$ cat src/hdl/assert_macros.svh
// Assertion macros used by the RTL top level of the drive power state machine.
// No dependencies; expects a clock named clk and an active-low reset named arst_n.
`ifndef ASSERT_MACROS_SVH
`define ASSERT_MACROS_SVH

// Clocked assertion, switched off while reset is asserted.
`define DPS_ASSERT(label, prop, msg) \
	label: assert property (@(posedge clk) disable iff (!arst_n) prop) else $error(msg);

// Clocked assertion that is also checked during reset.
`define DPS_ASSERT_ALWAYS(label, prop, msg) \
	label: assert property (@(posedge clk) prop) else $error(msg);

`endif

$ cat src/hdl/dps_pkg.sv
// Types and constants of the drive power state machine.
// Used by dps_cfg, dps_step and drive_power_state_machine; no dependencies.
package dps_pkg;

	typedef enum logic [2:0] {
		ST_NOTREADY = 3'd0,
		ST_DISABLED = 3'd1,
		ST_READY    = 3'd2,
		ST_SWON     = 3'd3,
		ST_ENABLED  = 3'd4,
		ST_QSTOP    = 3'd5,
		ST_FAULT    = 3'd6
	} state_t;

	// Operation codes of an input transaction.
	localparam logic [2:0] KIND_CTRL_WRITE  = 3'd0;
	localparam logic [2:0] KIND_SPEED_WRITE = 3'd1;
	localparam logic [2:0] KIND_STATUS_READ = 3'd2;
	localparam logic [2:0] KIND_FAULT_TRIP  = 3'd3;
	localparam logic [2:0] KIND_SPEED_READ  = 3'd4;

	// Answer codes.
	localparam logic [1:0] RESP_OK    = 2'd0;
	localparam logic [1:0] RESP_ERROR = 2'd1;
	localparam logic [1:0] RESP_BUSY  = 2'd2;

	// Configuration register indexes.
	localparam logic [1:0] CFG_SPEED_MODE = 2'd0;
	localparam logic [1:0] CFG_SPEED_LIMIT = 2'd1;
	localparam logic [1:0] CFG_UV_CODE = 2'd2;

	localparam logic [14:0] SPEED_LIMIT_RESET = 15'd8000;
	localparam logic [15:0] UV_CODE_RESET = 16'd1;

	// Control word bit positions.
	localparam int CW_SWITCH_ON  = 0;
	localparam int CW_EN_VOLTAGE = 1;
	localparam int CW_QUICK_STOP = 2;
	localparam int CW_EN_OP      = 3;
	localparam int CW_FAULT_RST  = 7;

	// Status word bit positions.
	localparam int SW_READY     = 0;
	localparam int SW_SWON      = 1;
	localparam int SW_ENABLED   = 2;
	localparam int SW_FAULT     = 3;
	localparam int SW_PRECHARGE = 4;
	localparam int SW_QSTOP     = 5;
	localparam int SW_DISABLED  = 6;
	localparam int SW_REMOTE    = 9;
	localparam int SW_SPEED_OK  = 10;

	typedef struct packed {
		logic        speed_mode_on;
		logic [14:0] speed_limit;
		logic [15:0] undervoltage_code;
	} cfg_t;

	typedef struct packed {
		state_t      drive_state;
		logic [15:0] error_code;
		logic [15:0] speed_target;
		logic        output_enabled;
	} drive_regs_t;

	typedef struct packed {
		logic [2:0]  kind;
		logic [15:0] value;
		logic [15:0] actual_speed;
		logic        precharge_done;
	} item_t;

	typedef struct packed {
		logic [1:0]  status;
		logic [15:0] read_data;
		logic [2:0]  drive_state_out;
		logic        power_stage_on;
	} result_t;

endpackage

$ cat src/hdl/dps_cfg.sv
// Configuration register bank of the drive power state machine.
// Depends on dps_pkg for the register indexes, reset values and cfg_t.
module dps_cfg (
	input  logic             clk,
	input  logic             arst_n,
	input  logic             wr_en,
	input  logic [1:0]       wr_index,
	input  logic [15:0]      wr_data,
	output dps_pkg::cfg_t    cfg
);

	dps_pkg::cfg_t cfg_q;

	always_ff @(posedge clk or negedge arst_n) begin
		if (!arst_n) begin
			cfg_q.speed_mode_on     <= 1'b0;
			cfg_q.speed_limit       <= dps_pkg::SPEED_LIMIT_RESET;
			cfg_q.undervoltage_code <= dps_pkg::UV_CODE_RESET;
		end else if (wr_en) begin
			case (wr_index)
				dps_pkg::CFG_SPEED_MODE:  cfg_q.speed_mode_on     <= wr_data[0];
				dps_pkg::CFG_SPEED_LIMIT: cfg_q.speed_limit       <= wr_data[14:0];
				dps_pkg::CFG_UV_CODE:     cfg_q.undervoltage_code <= wr_data;
				default: ;
			endcase
		end
	end

	assign cfg = cfg_q;

endmodule

$ cat src/hdl/dps_step.sv
// Combinational step logic: next drive state and the answer for one transaction.
// Depends on dps_pkg for the state type, operation codes and structs.
module dps_step (
	input  dps_pkg::drive_regs_t regs,
	input  dps_pkg::cfg_t        cfg,
	input  dps_pkg::item_t       item,
	output dps_pkg::drive_regs_t regs_next,
	output dps_pkg::result_t     result
);

	logic b0, b1, b2, b3, b7;
	dps_pkg::drive_regs_t cw_regs;
	dps_pkg::state_t s;

	logic signed [16:0] sp17;
	logic signed [16:0] act17;
	logic signed [16:0] diff;
	logic signed [19:0] diff20;
	logic signed [19:0] d5;
	logic signed [19:0] sp20;
	logic signed [19:0] neg_sp20;
	logic               speed_ok;
	logic [15:0]        status_word;

	logic signed [16:0] val17;
	logic signed [16:0] lim17;
	logic               speed_reject;

	assign b0 = item.value[dps_pkg::CW_SWITCH_ON];
	assign b1 = item.value[dps_pkg::CW_EN_VOLTAGE];
	assign b2 = item.value[dps_pkg::CW_QUICK_STOP];
	assign b3 = item.value[dps_pkg::CW_EN_OP];
	assign b7 = item.value[dps_pkg::CW_FAULT_RST];

	// The transition checks run in order, each seeing the state left by the last.
	always_comb begin
		cw_regs = regs;
		s = regs.drive_state;
		if (!b1) begin
			cw_regs.output_enabled = 1'b0;
			if (s != dps_pkg::ST_FAULT) s = dps_pkg::ST_DISABLED;
		end
		if (b1 && b2 && s == dps_pkg::ST_DISABLED) begin
			if (item.precharge_done) begin
				s = dps_pkg::ST_READY;
			end else begin
				cw_regs.error_code = cfg.undervoltage_code;
				s = dps_pkg::ST_FAULT;
				cw_regs.output_enabled = 1'b0;
			end
		end
		if (b0 && b2 && s == dps_pkg::ST_READY) s = dps_pkg::ST_SWON;
		if (!b0 && b2 && (s == dps_pkg::ST_SWON || s == dps_pkg::ST_ENABLED ||
				s == dps_pkg::ST_QSTOP)) begin
			s = dps_pkg::ST_READY;
			cw_regs.output_enabled = 1'b0;
		end
		if (!b2 && s == dps_pkg::ST_ENABLED) begin
			cw_regs.output_enabled = 1'b0;
			s = dps_pkg::ST_QSTOP;
		end
		if (b3 && b2 && b1 && b0 && (s == dps_pkg::ST_SWON || s == dps_pkg::ST_QSTOP)) begin
			cw_regs.output_enabled = 1'b1;
			s = dps_pkg::ST_ENABLED;
		end
		if (!b3 && b2 && b1 && b0 && s == dps_pkg::ST_ENABLED) begin
			cw_regs.output_enabled = 1'b0;
			s = dps_pkg::ST_SWON;
		end
		if (b7 && s == dps_pkg::ST_FAULT) begin
			cw_regs.error_code = 16'd0;
			s = dps_pkg::ST_DISABLED;
		end
		cw_regs.drive_state = s;
	end

	// Speed reached in speed mode: five times the error stays strictly inside +/- target.
	assign sp17     = $signed({regs.speed_target[15], regs.speed_target});
	assign act17    = $signed({item.actual_speed[15], item.actual_speed});
	assign diff     = sp17 - act17;
	assign diff20   = $signed({{3{diff[16]}}, diff});
	assign d5       = (diff20 <<< 2) + diff20;
	assign sp20     = $signed({{3{sp17[16]}}, sp17});
	assign neg_sp20 = -sp20;
	assign speed_ok = cfg.speed_mode_on && !(d5 >= sp20 || d5 <= neg_sp20);

	always_comb begin
		status_word = 16'd0;
		status_word[dps_pkg::SW_READY] = regs.drive_state == dps_pkg::ST_READY ||
			regs.drive_state == dps_pkg::ST_SWON || regs.drive_state == dps_pkg::ST_ENABLED ||
			regs.drive_state == dps_pkg::ST_QSTOP;
		status_word[dps_pkg::SW_SWON] = regs.drive_state == dps_pkg::ST_SWON ||
			regs.drive_state == dps_pkg::ST_ENABLED || regs.drive_state == dps_pkg::ST_QSTOP;
		status_word[dps_pkg::SW_ENABLED] = regs.drive_state == dps_pkg::ST_ENABLED ||
			regs.drive_state == dps_pkg::ST_QSTOP;
		status_word[dps_pkg::SW_FAULT]     = regs.error_code != 16'd0;
		status_word[dps_pkg::SW_PRECHARGE] = item.precharge_done;
		status_word[dps_pkg::SW_QSTOP]     = regs.drive_state == dps_pkg::ST_QSTOP;
		status_word[dps_pkg::SW_DISABLED]  = regs.drive_state == dps_pkg::ST_DISABLED;
		status_word[dps_pkg::SW_REMOTE]    = 1'b1;
		status_word[dps_pkg::SW_SPEED_OK]  = speed_ok;
	end

	assign val17 = $signed({item.value[15], item.value});
	assign lim17 = $signed({2'b00, cfg.speed_limit});
	assign speed_reject = val17 > lim17 || val17 < -lim17 || !cfg.speed_mode_on;

	always_comb begin
		regs_next = regs;
		result.status = dps_pkg::RESP_OK;
		result.read_data = 16'd0;
		case (item.kind)
			dps_pkg::KIND_CTRL_WRITE: begin
				regs_next = cw_regs;
			end
			dps_pkg::KIND_SPEED_WRITE: begin
				if (speed_reject) result.status = dps_pkg::RESP_BUSY;
				else regs_next.speed_target = item.value;
			end
			dps_pkg::KIND_STATUS_READ: begin
				result.read_data = status_word;
			end
			dps_pkg::KIND_FAULT_TRIP: begin
				regs_next.error_code = item.value;
				regs_next.drive_state = dps_pkg::ST_FAULT;
				regs_next.output_enabled = 1'b0;
			end
			dps_pkg::KIND_SPEED_READ: begin
				result.read_data = regs.speed_target;
			end
			default: begin
				result.status = dps_pkg::RESP_ERROR;
			end
		endcase
		result.drive_state_out = regs_next.drive_state;
		result.power_stage_on = regs_next.output_enabled;
	end

endmodule

$ cat src/hdl/drive_power_state_machine.sv
// Drive power state machine in the style of the CiA 402 control and status words.
// Input channel (in_valid / in_stall): one transaction carries kind, value,
// actual_speed and precharge_done; it is taken when in_valid is high and in_stall low.
// Output channel (out_valid / out_stall): one answer per input transaction, in order,
// with status, read_data, drive_state_out and power_stage_on.
// Configuration channel (cfg_valid / cfg_ready): cfg_index selects speed_mode_on,
// speed_limit or undervoltage_code; cfg_ready is always high. Write only when idle.
// The input register takes a transaction and the output register loads its answer from
// the step logic. One transaction per cycle while the receiver does not stall, set by the
// single input register feeding the step logic and the output register.
// Reset (arst_n low) puts the drive in switch-on-disabled, clears the error code,
// the speed target and the power stage enable, and loads the register defaults.
// When the receiver stalls, the answer holds in the output register; one further
// transaction is taken into the input register, after which in_stall rises until
// the output is taken.
// Depends on dps_pkg, dps_cfg, dps_step and assert_macros.svh.
`include "assert_macros.svh"

module drive_power_state_machine (
	input  logic        clk,
	input  logic        arst_n,
	input  logic        in_valid,
	output logic        in_stall,
	input  logic [2:0]  kind,
	input  logic [15:0] value,
	input  logic signed [15:0] actual_speed,
	input  logic        precharge_done,
	output logic        out_valid,
	input  logic        out_stall,
	output logic [1:0]  status,
	output logic [15:0] read_data,
	output logic [2:0]  drive_state_out,
	output logic        power_stage_on,
	input  logic        cfg_valid,
	output logic        cfg_ready,
	input  logic [1:0]  cfg_index,
	input  logic [15:0] cfg_data
);

	dps_pkg::cfg_t        cfg;
	dps_pkg::item_t       item_s1;
	logic                 valid_s1;
	dps_pkg::drive_regs_t regs_q;
	dps_pkg::drive_regs_t regs_next;
	dps_pkg::result_t     result;
	dps_pkg::result_t     result_s2;
	logic                 valid_s2;
	logic                 advance;
	logic                 in_take;

	// Registers are always ready to take a configuration write.
	assign cfg_ready = 1'b1;

	dps_cfg u_cfg (
		.clk      (clk),
		.arst_n   (arst_n),
		.wr_en    (cfg_valid && cfg_ready),
		.wr_index (cfg_index),
		.wr_data  (cfg_data),
		.cfg      (cfg)
	);

	// The input register moves on whenever the output register is empty or being taken.
	assign advance  = valid_s1 && (!valid_s2 || !out_stall);
	assign in_stall = valid_s1 && valid_s2 && out_stall;
	assign in_take  = in_valid && !in_stall;

	always_ff @(posedge clk or negedge arst_n) begin
		if (!arst_n) begin
			valid_s1 <= 1'b0;
		end else if (in_take) begin
			valid_s1 <= 1'b1;
		end else if (advance) begin
			valid_s1 <= 1'b0;
		end
	end

	always_ff @(posedge clk) begin
		if (in_take) begin
			item_s1.kind           <= kind;
			item_s1.value          <= value;
			item_s1.actual_speed   <= actual_speed;
			item_s1.precharge_done <= precharge_done;
		end
	end

	dps_step u_step (
		.regs      (regs_q),
		.cfg       (cfg),
		.item      (item_s1),
		.regs_next (regs_next),
		.result    (result)
	);

	// Drive state is committed at the same edge that loads the answer.
	always_ff @(posedge clk or negedge arst_n) begin
		if (!arst_n) begin
			regs_q.drive_state    <= dps_pkg::ST_DISABLED;
			regs_q.error_code     <= 16'd0;
			regs_q.speed_target   <= 16'd0;
			regs_q.output_enabled <= 1'b0;
			valid_s2              <= 1'b0;
		end else if (advance) begin
			regs_q   <= regs_next;
			valid_s2 <= 1'b1;
		end else if (!out_stall) begin
			valid_s2 <= 1'b0;
		end
	end

	always_ff @(posedge clk) begin
		if (advance) begin
			result_s2 <= result;
		end
	end

	assign out_valid       = valid_s2;
	assign status          = result_s2.status;
	assign read_data       = result_s2.read_data;
	assign drive_state_out = result_s2.drive_state_out;
	assign power_stage_on  = result_s2.power_stage_on;

	// The power stage is on exactly when the drive is in operation enabled.
	`DPS_ASSERT(a_stage_matches_state, (regs_q.output_enabled == (regs_q.drive_state == dps_pkg::ST_ENABLED)), "power stage enable disagrees with drive state")
	// Input is held back only while both pipeline registers are full.
	`DPS_ASSERT_ALWAYS(a_stall_only_when_full, (in_stall |-> (valid_s1 && valid_s2 && out_stall)), "input stalled with room in the pipeline")
	// Drive state changes only when a transaction passes through the step logic.
	`DPS_ASSERT(a_state_only_on_advance, (!advance |=> $stable(regs_q)), "drive state changed without a transaction")
	// The drive never enters the not-ready state after reset.
	`DPS_ASSERT(a_never_notready, (regs_q.drive_state != dps_pkg::ST_NOTREADY), "drive reached not ready")

endmodule

$ cat config.mk
export PLATFORM = sky130hd
export DESIGN_NAME = drive_power_state_machine
export DESIGN_NICKNAME = d
export VERILOG_FILES = /design/src/hdl/dps_pkg.sv /design/src/hdl/dps_cfg.sv /design/src/hdl/dps_step.sv /design/src/hdl/drive_power_state_machine.sv
export VERILOG_INCLUDE_DIRS = /design/src /design/src/hdl
export SDC_FILE = /design/constraint.sdc
export NUM_CORES = 1
export LEC_CHECK = 0
export BUFFER_PORTS_ARGS = -buffer_cell sky130_fd_sc_hd__buf_2
export CORE_MARGIN = 2
export CORE_UTILIZATION = 30
export CTS_CLUSTER_SIZE = 8
export DETAILED_ROUTE_END_ITERATION = 10
export GPL_TIMING_DRIVEN = 0
export PLACE_DENSITY_LB_ADDON = 0.3
export RECOVER_POWER = 25
export SLEW_MARGIN = 20
export SYNTH_ARGS = -nofsm -noshare
export SYNTH_HDL_FRONTEND = slang
export SYNTH_SLANG_ARGS = --single-unit
export TNS_END_PERCENT = 20
$ cat constraint.sdc
create_clock -name clk -period 7.18 [get_ports clk]
set_clock_uncertainty 0.15 [all_clocks]
set_input_delay 0.718 -clock clk [delete_from_list [all_inputs] [get_ports clk]]
set_output_delay 0.718 -clock clk [all_outputs]
set_load 0.01 [all_outputs]
==> impl.org <==
** Yosys
- Yosys top cell by area :: sky130_fd_sc_hd__edfxtp_1
- Counting flops and latches in the post-synthesis netlist gives 128.
- Post-synthesis xor/xnor area fraction :: 0.0517
- Ranking of synthesized cells by area :: sky130_fd_sc_hd__edfxtp_1, sky130_fd_sc_hd__dfrtp_1, sky130_fd_sc_hd__ha_1, sky130_fd_sc_hd__mux2_2, sky130_fd_sc_hd__xnor2_1
- Synth warn :: 0
- Adder-cell share of the synthesized area :: 0.149
- Fraction of synthesized area in multiplexers :: 0.0630
- Async SR Flop Fraction :: 0.547
- Synthesis produced a netlist with a net count of 1033.
- Main flop type after synthesis :: sky130_fd_sc_hd__dfrtp_1
- Sequential element share of the synthesized area :: 0.390
- Portion of synthesized cell area occupied by the leading cell type :: 0.194
- After synthesis, the largest family of logic cells by area is compound AO/OA/AOI/OAI gates.
- Summing every instance area after synthesis gives 8980 µm².
- Number of distinct library cells after synthesis :: 74
- In this run the mean area of a mapped cell was 10.3 µm².
- Of the total synthesized cell area, the portion taken by AND, OR, NAND and NOR gates is 0.122.
- After technology mapping, the gate count stands at about 870.
- Complex-gate fraction of the synthesized area :: 0.182
- EDFF count, synth :: 58

** Worst setup path
- In this run the worst path has a maximum fanout of 5.
- Worst Path Arrival :: 6.60 ns
- Type of the setup path with the least slack :: reg -> reg
- Setup slack, reg-to-reg :: around 0.7 ns
- Required time at the worst-slack endpoint :: 7.32 ns
- STA classifies the critical path startpoint as a flop.
- Critical path capture point type :: flop

** Pwr
- VDD sags by at most 0.245 mV.
- In this run the static leakage power is 4.52 nW.
- Dividing total power by cell area gives a power density of 493 nW/µm².
- Power consumption :: 5.18 mW

** Timing
- For the pin with the worst max-slew slack, the measured transition is 2.25 ns.
- Headroom to the max-slew limit came out at -0.503.
- Final worst-path cycle share :: 0.901
- F_max :: 155 MHz
- Slew Viols, Final :: 37
- Counting I/O delays and the setup requirement, the final critical path takes 6.47 ns.
- Setup total negative slack on the finished layout was measured at 0 ns.
- The number of hold-slack violations in the final timing report came to 0.
- Setup violations remaining at the end of the flow were counted as 0.
- Unrepaired setup endpoints after global routing :: false

** GRT
- Number of antenna violations at the first check in global routing :: 1
- Via count of the first global-routing pass :: around 6700
- Overall routing resource usage :: 0.152
- Wire length of the first global-routing pass :: 37.0 mm
- Total congestion overflow :: 0
- Maximum number of pins on one net before global-route repair :: 38

** Floorplan
- The die is around 180 µm tall.
- Core ar. :: 29600 µm²
- Number of top-level pins :: 84
- Starting density of the core :: 0.304
- Die extent in x :: around 180 µm
- The die covers 31300 µm².
- Total number of placement rows :: 63

** Placed design
- Dpl hpwl :: 17.9 mm
- Count of input and output buffers :: between 80 and 90
- Routability congestion estimate from global placement :: 0.871
- Once placement completed, the tool counted placed cells totaling 1342.

** Route
- Once detail routing completed, the nets flagged for antenna violations numbered 0.
- The final layout contains routed wiring with a total length of 23.0 mm.
- The routed layout has 6941 vias.
- The detailed router finished its first iteration with about 380 violations.
- Number of vias per cell after detailed routing :: 5.05
- For this run, design rule violations remaining after detail routing come to 0.
- Detail-routed net length per standard cell :: 16.7 µm
- The first detailed-routing pass ran for 5 iterations.

** Run
- Max cap viols :: 1

** Clock network
- Clock root buffer :: sky130_fd_sc_hd__clkbuf_16
- Hold-fix buffers at CTS :: 0
- Clock buffers created by TritonCTS :: 17
- TritonCTS clock tree :: done
- The clock tree synthesis step divided the H-tree into 4 levels.
- Quantity of gates resized following cts :: 0
- In this run the post-CTS setup repair buffer count came out at 0.
- Insertion delay of the later-clocked pin in the worst-skew pair :: 0.42 ns
- After clock tree synthesis, the clock-pin slew on the worst setup and hold paths is around 0.060 ns.
- CTS saw approximately 130 sinks.
- The longest clock path from root to sink contains 2 buffers.

** Final layout
- Non-filler instance count after layout :: approximately 1400
- The library cell used most frequently in the layout, excluding fill and tap cells, is sky130_fd_sc_hd__ha_1.
- Antenna Cells :: 0
- Of the cells placed in the final design, the portion with a size suffix greater than 1 is 0.191.
- In the layout the commonest cells are sky130_fd_sc_hd__ha_1, sky130_fd_sc_hd__buf_2, sky130_fd_sc_hd__inv_1.
- In the final design database the tool counted ~1100 nets.
- The area growth from synthesis to layout is 17.1%.

** Outcome
- Failing checks :: capacitance limit, slew limit
- The run finished, with violations left.

** Min path
- Path type of the worst min-delay path :: in -> reg
## cells in the mapped netlist, types with 5 or more instances
cell type	instances
sky130_fd_sc_hd__or3_1	5
sky130_fd_sc_hd__a2bb2oi_2	10
sky130_fd_sc_hd__nand3_1	26
sky130_fd_sc_hd__a22o_1	6
sky130_fd_sc_hd__o21ai_0	37
sky130_fd_sc_hd__dfstp_2	8
sky130_fd_sc_hd__a2bb2oi_1	6
sky130_fd_sc_hd__xnor2_1	45
sky130_fd_sc_hd__mux2i_1	7
sky130_fd_sc_hd__a21oi_1	56
sky130_fd_sc_hd__nor2b_1	14
sky130_fd_sc_hd__o21a_1	13
sky130_fd_sc_hd__edfxtp_1	58
sky130_fd_sc_hd__a31oi_1	7
sky130_fd_sc_hd__and3_1	6
sky130_fd_sc_hd__a211oi_1	6
sky130_fd_sc_hd__dfrtp_1	62
sky130_fd_sc_hd__o211ai_1	22
sky130_fd_sc_hd__nand4_1	11
sky130_fd_sc_hd__xor2_1	8
sky130_fd_sc_hd__nor4_1	11
sky130_fd_sc_hd__nand2_1	44
sky130_fd_sc_hd__nor2_1	37
sky130_fd_sc_hd__mux2_1	6
sky130_fd_sc_hd__mux2_2	38
sky130_fd_sc_hd__nand2b_1	7
sky130_fd_sc_hd__nor3_1	21
sky130_fd_sc_hd__ha_1	104
sky130_fd_sc_hd__inv_1	66
sky130_fd_sc_hd__clkbuf_1	19
sky130_fd_sc_hd__a21o_1	16
sky130_fd_sc_hd__and2_1	9
## cell families (layout without fill, tap and decap cells)
kind of cell	after synthesis	in the layout
other cells	1	1
xor+xnor	53	53
compound gates	226	226
buf+inv	93	209
flops	128	128
mux	51	51
simple gates	210	210
fa+ha+maj	106	106
## worst paths after layout
check                                           start                        to  cells after the start
worst min-delay path                  actual_speed[3]      item_s1[4]$_DFFE_PP_                      1
worst max-delay path            regs_q[1]$_DFFE_PN0P_   read_data[10]$_DFFE_PP_                     23
min in group asynchronous                      arst_n  u_cfg.cfg[3]$_DFFE_PN0P_                      1
worst max register to register  regs_q[1]$_DFFE_PN0P_   read_data[10]$_DFFE_PP_                     23
max in group asynchronous                      arst_n    regs_q[12]$_DFFE_PN0P_                      1
worst min register to register   valid_s1$_DFFE_PN0P_     out_valid$_DFFE_PN0P_                      1
## per-stage QoR
stage | util | area, µm² | hold WS, ns | worst slack [ns]
after floorplan | - | 8980 | 0.272 | 1.92
after global placement | 0.334 | 9880 | 0.325 | 0.871
after detailed placement | 0.336 | 9920 | 0.340 | 0.788
after CTS | 0.356 | 10500 | 0.144 | 0.741
after global routing | 0.356 | 10500 | 0.303 | 0.101
final | 0.356 | 10500 | 0.319 | 0.713
## final cells by class
| cell class | count | area (µm²) |
|---|---|---|
| fillers | 2990 | 19000 |
| inverters | 66 | 248 |
| clock buffers | 18 | 429 |
| flip-flops and latches | 128 | 3500 |
| multi-input cells | 647 | 5110 |
| plain buffers | 27 | 124 |
| well taps | 390 | 488 |
| clock inverters | 14 | 168 |
| repair buffers | 84 | 443 |
## registers in the layout, indices dropped and copies added (netlist names)
register         flops
drive_state_out      3
item_s1             36
out_valid            1
power_stage_on       1
read_data           16
regs_q              36
status               2
u_cfg.cfg           32
valid_s1             1
## power by group
| part | internal [mW] | switching, mW |
|---|---|---|
| clock | 0.545 | 0.342 |
| sequential | 0.911 | 0.146 |
| combinational | 1.45 | 1.79 |
| total | 2.91 | 2.28 |
## critical path, cell delays in order (launching register included)
cell	delay [ns]
sky130_fd_sc_hd__dfrtp_1	0.45
sky130_fd_sc_hd__inv_1	0.14
sky130_fd_sc_hd__ha_1	0.23
sky130_fd_sc_hd__fa_1	0.41
sky130_fd_sc_hd__nor2b_1	0.13
sky130_fd_sc_hd__o21ai_0	0.11
sky130_fd_sc_hd__a21boi_1	0.30
sky130_fd_sc_hd__o41a_1	0.31
sky130_fd_sc_hd__a21o_1	0.15
sky130_fd_sc_hd__a21oi_1	0.07
sky130_fd_sc_hd__xnor2_1	0.18
sky130_fd_sc_hd__ha_1	0.39
sky130_fd_sc_hd__nand2_1	0.09
sky130_fd_sc_hd__o311ai_0	0.71
sky130_fd_sc_hd__a31o_2	0.28
sky130_fd_sc_hd__a21oi_1	0.08
sky130_fd_sc_hd__xnor2_1	0.31
sky130_fd_sc_hd__ha_1	0.32
sky130_fd_sc_hd__a211oi_1	0.23
sky130_fd_sc_hd__nor2_1	0.07
sky130_fd_sc_hd__a2111oi_0	0.42
sky130_fd_sc_hd__o21ai_0	0.15
sky130_fd_sc_hd__a2111oi_0	0.44
sky130_fd_sc_hd__a22o_1	0.22
## metal layers
metal / global-route usage / routed length (µm) / vias to the layer above
li1: - / - / 3439
met1: 0.225 / 11600 / 3284
met2: 0.222 / 9750 / 193
met3: 0.0296 / 1240 / 25
met4: 0.0441 / 371 / 0
met5: 0 / 0 / -
No activity file was read; power rests on OpenSTA's default activity.
